--- config.mk ---
export PLATFORM = sky130hd
export DESIGN_NAME = rfc_frame
export DESIGN_NICKNAME = d
export VERILOG_FILES = /design/src/rtl/core/rfc_pkg.sv /design/src/rtl/core/rfc_frame.sv
export SDC_FILE = /design/constraint.sdc
export NUM_CORES = 1
export LEC_CHECK = 0
export BUFFER_PORTS_ARGS = -buffer_cell sky130_fd_sc_hd__buf_2
export CORE_UTILIZATION = 55
export CTS_BUF_LIST = sky130_fd_sc_hd__clkbuf_8
export CTS_CLUSTER_SIZE = 10
export DETAILED_ROUTE_END_ITERATION = 12
export MAX_ROUTING_LAYER = met4
export PLACE_DENSITY = 0.83
export RECOVER_POWER = 25
export SYNTH_ARGS = -nofsm -noshare
export SYNTH_HDL_FRONTEND = slang
export SYNTH_SLANG_ARGS = --single-unit
--- constraint.sdc ---
create_clock -name clk -period 7.1 [get_ports clk]
set_clock_uncertainty 0.15 [all_clocks]
set_input_delay 0 -clock clk [delete_from_list [all_inputs] [get_ports clk]]
set_output_delay 0 -clock clk [all_outputs]
set_load 0.03 [all_outputs]
--- src/rtl/core/rfc_pkg.sv ---
// ----------------------------------------------------------------------------
// rfc_pkg
// Types, constants and CRC helpers shared by the reply frame checker.
// ----------------------------------------------------------------------------
package rfc_pkg;

    localparam int HDR_BYTES = 10;
    localparam int CRC_BYTES = 4;
    localparam int ADDR_W    = 5;

    localparam logic [31:0] CRC_POLY = 32'h04C1_1DB7;
    localparam logic [31:0] CRC_SEED = 32'hFFFF_FFFF;

    // register indexes, taken from paddr[4:2]
    localparam logic [2:0] REG_ACK   = 3'd0;
    localparam logic [2:0] REG_NACK  = 3'd1;
    localparam logic [2:0] REG_BUSY  = 3'd2;
    localparam logic [2:0] REG_READ  = 3'd3;
    localparam logic [2:0] REG_WRITE = 3'd4;

    typedef enum logic [2:0] {
        STAT_OK         = 3'd0,
        STAT_SHORT_HDR  = 3'd1,
        STAT_SHORT_BODY = 3'd2,
        STAT_LONG       = 3'd3,
        STAT_CRC_BAD    = 3'd4
    } frame_status_t;

    typedef enum logic [1:0] {
        VERD_ACK      = 2'd0,
        VERD_ACCEPTED = 2'd1,
        VERD_NACK     = 2'd2,
        VERD_BUSY     = 2'd3
    } verdict_t;

    typedef struct packed {
        logic [7:0]  rx_byte;
        logic        last_byte;
        logic [31:0] expected_seq;
    } in_word_t;

    typedef struct packed {
        logic [2:0]  frame_status;
        logic [1:0]  verdict;
        logic        seq_matches;
        logic [31:0] reason_seen;
        logic [31:0] seq_seen;
        logic [7:0]  payload_length;
        logic [8:0]  bytes_received;
        logic [31:0] computed_crc;
    } out_word_t;

    // frame state captured at the last byte
    typedef struct packed {
        logic [8:0]  byte_count;
        logic [7:0]  length;
        logic [31:0] seq;
        logic [31:0] reason;
        logic [31:0] crc;
        logic [31:0] rx_crc;
        logic [31:0] expected_seq;
    } snap_t;

    typedef struct packed {
        logic [31:0] ack_reason;
        logic [31:0] nack_reason;
        logic [31:0] busy_reason;
        logic [31:0] read_reason;
        logic [31:0] write_reason;
    } reasons_t;

    // four msb-first shifts of the crc register
    function automatic logic [31:0] crc_nibble(input logic [31:0] crc);
        logic [31:0] c;
        c = crc;
        for (int k = 0; k < 4; k++) begin
            c = c[31] ? ((c << 1) ^ CRC_POLY) : (c << 1);
        end
        return c;
    endfunction

    // one 32-bit word folded in, a nibble per step
    function automatic logic [31:0] crc_word(input logic [31:0] crc, input logic [31:0] word);
        logic [31:0] c;
        c = crc ^ word;
        for (int n = 0; n < 8; n++) begin
            c = crc_nibble(c);
        end
        return c;
    endfunction

endpackage

--- src/rtl/core/rfc_frame.sv ---
// ----------------------------------------------------------------------------
// rfc_frame
// Per-byte frame parser and CRC word accumulator with end-of-frame snapshot.
// ----------------------------------------------------------------------------
module rfc_frame
#(
    parameter int MAX_PAYLOAD = 255
)
(
    input  logic              clk,
    input  logic              rst_n,
    input  logic              rx_valid,
    output logic              rx_stall,
    input  rfc_pkg::in_word_t rx_word,
    input  logic              snap_take,
    output logic              snap_valid,
    output rfc_pkg::snap_t    snap
);

    localparam logic [8:0] MAX_FRAME =
        9'(rfc_pkg::HDR_BYTES + MAX_PAYLOAD + rfc_pkg::CRC_BYTES);

    logic [8:0]  cnt_reg, cnt_next;
    logic [31:0] crc_reg, crc_next;
    logic [31:0] gather_reg, gather_next;
    logic [31:0] seq_reg, seq_next;
    logic [31:0] reason_reg, reason_next;
    logic [7:0]  len_reg, len_next;
    logic [31:0] rcrc_reg, rcrc_next;
    logic        snap_valid_reg, snap_valid_next;
    rfc_pkg::snap_t snap_reg;

    logic        accept;
    logic [31:0] byte_w;
    logic [31:0] gather_w;
    logic [7:0]  len_cur;
    logic [8:0]  body_end;
    logic [1:0]  hdr_lane;
    logic [1:0]  crc_lane;

    assign rx_stall   = snap_valid_reg && !snap_take;
    assign accept     = rx_valid && !rx_stall;
    assign snap_valid = snap_valid_reg;
    assign snap       = snap_reg;

    assign byte_w   = {24'd0, rx_word.rx_byte};
    assign hdr_lane = cnt_reg[1:0] - 2'd1;
    // length as it stands once this byte is taken
    assign len_cur  = (cnt_reg == 9'd9) ? rx_word.rx_byte : len_reg;
    assign body_end = 9'(rfc_pkg::HDR_BYTES) + {1'b0, len_cur};
    assign crc_lane = 2'(cnt_reg - body_end);

    always_comb
    begin
        cnt_next    = cnt_reg;
        crc_next    = crc_reg;
        gather_next = gather_reg;
        seq_next    = seq_reg;
        reason_next = reason_reg;
        len_next    = len_reg;
        rcrc_next   = rcrc_reg;
        gather_w    = gather_reg | (byte_w << {cnt_reg[1:0], 3'b000});
        if (cnt_reg < MAX_FRAME)
        begin
            if (cnt_reg >= 9'd1 && cnt_reg <= 9'd4)
            begin
                seq_next = seq_reg | (byte_w << {hdr_lane, 3'b000});
            end
            else if (cnt_reg >= 9'd5 && cnt_reg <= 9'd8)
            begin
                reason_next = reason_reg | (byte_w << {hdr_lane, 3'b000});
            end
            else if (cnt_reg == 9'd9)
            begin
                len_next = rx_word.rx_byte;
            end

            if (cnt_reg < body_end)
            begin
                // fold a full word, or the zero padded tail of the body
                if (cnt_reg[1:0] == 2'b11 || cnt_reg == body_end - 9'd1)
                begin
                    crc_next    = rfc_pkg::crc_word(crc_reg, gather_w);
                    gather_next = 32'd0;
                end
                else
                begin
                    gather_next = gather_w;
                end
            end
            else if (cnt_reg < body_end + 9'd4)
            begin
                rcrc_next = rcrc_reg | (byte_w << {crc_lane, 3'b000});
            end
            cnt_next = cnt_reg + 9'd1;
        end
    end

    always_comb
    begin
        snap_valid_next = snap_valid_reg;
        if (accept && rx_word.last_byte)
        begin
            snap_valid_next = 1'b1;
        end
        else if (snap_take)
        begin
            snap_valid_next = 1'b0;
        end
    end

    always_ff @(posedge clk or negedge rst_n)
    begin
        if (!rst_n)
        begin
            cnt_reg        <= 9'd0;
            crc_reg        <= rfc_pkg::CRC_SEED;
            gather_reg     <= 32'd0;
            seq_reg        <= 32'd0;
            reason_reg     <= 32'd0;
            len_reg        <= 8'd0;
            rcrc_reg       <= 32'd0;
            snap_valid_reg <= 1'b0;
        end
        else
        begin
            snap_valid_reg <= snap_valid_next;
            if (accept)
            begin
                if (rx_word.last_byte)
                begin
                    // frame done: clear for the next one
                    cnt_reg    <= 9'd0;
                    crc_reg    <= rfc_pkg::CRC_SEED;
                    gather_reg <= 32'd0;
                    seq_reg    <= 32'd0;
                    reason_reg <= 32'd0;
                    len_reg    <= 8'd0;
                    rcrc_reg   <= 32'd0;
                end
                else
                begin
                    cnt_reg    <= cnt_next;
                    crc_reg    <= crc_next;
                    gather_reg <= gather_next;
                    seq_reg    <= seq_next;
                    reason_reg <= reason_next;
                    len_reg    <= len_next;
                    rcrc_reg   <= rcrc_next;
                end
            end
        end
    end

    always_ff @(posedge clk)
    begin
        if (accept && rx_word.last_byte)
        begin
            snap_reg.byte_count   <= cnt_next;
            snap_reg.length       <= len_next;
            snap_reg.seq          <= seq_next;
            snap_reg.reason       <= reason_next;
            snap_reg.crc          <= crc_next;
            snap_reg.rx_crc       <= rcrc_next;
            snap_reg.expected_seq <= rx_word.expected_seq;
        end
    end

endmodule

==> impl_metrics.ini <==
[run_status]
outcome = finished, violations left
violations = capacitance limit, slew limit

[synthesis]
syn_area_um2 = 19900
synth-seq-area-share_pct = 49.3
synth_cell_type_count = 76
synthesis.nets = 1720
synth_seq_cells = 355
yosysTopAreaCellShare_pct = 26.7
synth_cells = 1654
synthTopCellsByArea = edfxtp_1 27%, dfrtp_1 18%, xnor3_1 7.6%
synth_area_per_cell_um2 = 12.0
synthTopCellsByCount = 177 x edfxtp_1, 168 x nor2_1, 146 x dfrtp_1
ys_warn_count = 0
post-synth-top-count-cell = edfxtp_1
async_flop_share_pct = 50.1
synth_edf_count = 177
synth_ff_type = edfxtp_1
synth_top_area_cell = edfxtp_1

[die]
core_area_um2 = 35600
initial_core_util_pct = 55.9
die_h_um = 192
io_pins = 224
row_count = 69
fp.dieArea_um2 = 36900
die_w_um = 192

[worst_setup_path]
crit_required_ns = 7.49
crit_type = reg -> reg
crit_path_end_kind = flop
critPathMaxFanout = 39
critPathArrivalTime_ns = 6.98
crit_path_start_kind = flop

[clock_network]
worstSkewPairLatency_ns = 0.66
postCtsSetupBuffers = 0
cts.htree.levels = 2
path_clk_slew_ns = 0.06
cts_buffers = 57
post_cts_resized = 0
holdBufCountCts = 80
cts_tree = done
cts_max_path_buffers = 3
cts_sinks = 355
clockRootBuffer = clkbuf_8

[grt]
antenna_found_initial = 0
overflow = 0
grt_pass1_wl_mm = 82.5
grt_start_max_net_pins = 144
grt_use_total_pct = 30.4
grt_pass1_vias = 14300

[routing]
ant_nets = 0
routed_wl_mm = 54.2
viasPerCell = 6.04
avgRoutedWirePerCell_um = 22.4
vias = 14600
drtPass1Iterations = 5
drcViolationCount = 0
drt_iter0_drc = 1192

[run]
drv_cap = 2

[sta]
rsz0062_at_grt = no
tns_ns = 0
period_share_pct = 92.7
worstMarginPinSlew_ns = 3.09
min_period_ns = 6.58
slew_violations = 83
relSlewSlack_pct = -106
setup_viol = 0
hold_violations = 0
max_freq_mhz = 152

[finish]
diodes = 0
layout-drive-gt1-share_pct = 18.4
fin_nets = 1982
area_growth_pct = 16.8
postLayoutCoreUtil_pct = 65.3
largest_reg_flops = 177

[placement]
dp_hpwl_mm = 35.5
place_congestion = 0.938
io_buffers = 223

[worst_hold_path]
holdCritPathClass = in -> reg
[per-stage QoR]
step / hold WS [ns] / area (µm²) / worst slack, ns / cells
finish: 0.211 / 23200 / 0.517 / 2425
global route: 0.256 / 23200 / 0.0588 / 2425
CTS: 0.164 / 23400 / 0.605 / 2425
detailed placement: -0.0196 / 21300 / 0.797 / 2238
global placement: -0.0414 / 21300 / 0.976 / 2238
floorplan: -0.446 / 19900 / 0.175 / 1654
[cells by family after synthesis]
group                      after synthesis  synth area share [%]
xor gates and xnor gates               273                  19.3
and+or+nand+nor                        406                  9.92
muxes                                   40                  2.23
buffers and inverters                  149                  3.08
adders and majority gates               21                  1.32
AOI/OAI and AO/OA                      410                  14.8
DFF                                    355                  49.3
[placed cells by master, fill, tap and decap left out, drive strengths merged, types with 67 or more instances in the layout]
master	count
edfxtp	177
xnor2	151
a21oi	121
buf	144
a21o	67
dlygate4sd3	79
xnor3	69
clkbuf	178
nor2	169
dfrtp	146
[worst max-delay path, stage by stage (launching register included)]
cell,delay [ns]
dfrtp_1,0.51
or4_1,0.64
or4_1,0.49
buf_4,0.21
nand2_1,0.08
nand2_1,0.12
ha_1,0.35
xor2_1,0.35
inv_1,0.11
ha_1,0.28
a21boi_0,0.14
o31ai_1,0.34
a31oi_1,0.15
o41ai_2,0.49
and2_1,0.19
buf_4,0.23
nand2_1,0.08
buf_4,0.28
o21ai_2,0.16
buf_4,0.35
a21oi_1,0.14
dlygate4sd3_1,0.60
[worst paths after layout]
path	start	end	slack (ns)	cells past startpoint
hold reg to reg	rcrc_reg[5]	rcrc_reg[5]	0.35	2
setup reg to reg	cnt_reg[6]	gather_reg[7]	0.52	21
min in group asynchronous	rst_n	crc_reg[0]	1.49	3
hold / removal	snap_take	snap_valid	0.21	4
setup / recovery	cnt_reg[6]	gather_reg[7]	0.52	21
max in group asynchronous	rst_n	cnt_reg[5]	2.27	4
[routing by layer]
layer,vias up,track usage [%],routed length [µm]
met4,0,11.9,1750
met5,-,-,0
met2,692,47.2,26100
met1,7261,39.7,22000
met3,132,5.59,4360
li1,6556,-,-
[cell type report]
cell class / instances / area, µm²
clock inverter: 42 / 378
sequential: 355 / 9810
inverter: 16 / 67.6
clock buffer: 65 / 895
multi-input combinational: 1150 / 9490
timing repair buffer: 336 / 2020
tap: 461 / 577
fill: 2724 / 12300
Power is not shown: default switching activity piles up to over one toggle a cycle in this logic, so the estimate is an artifact.
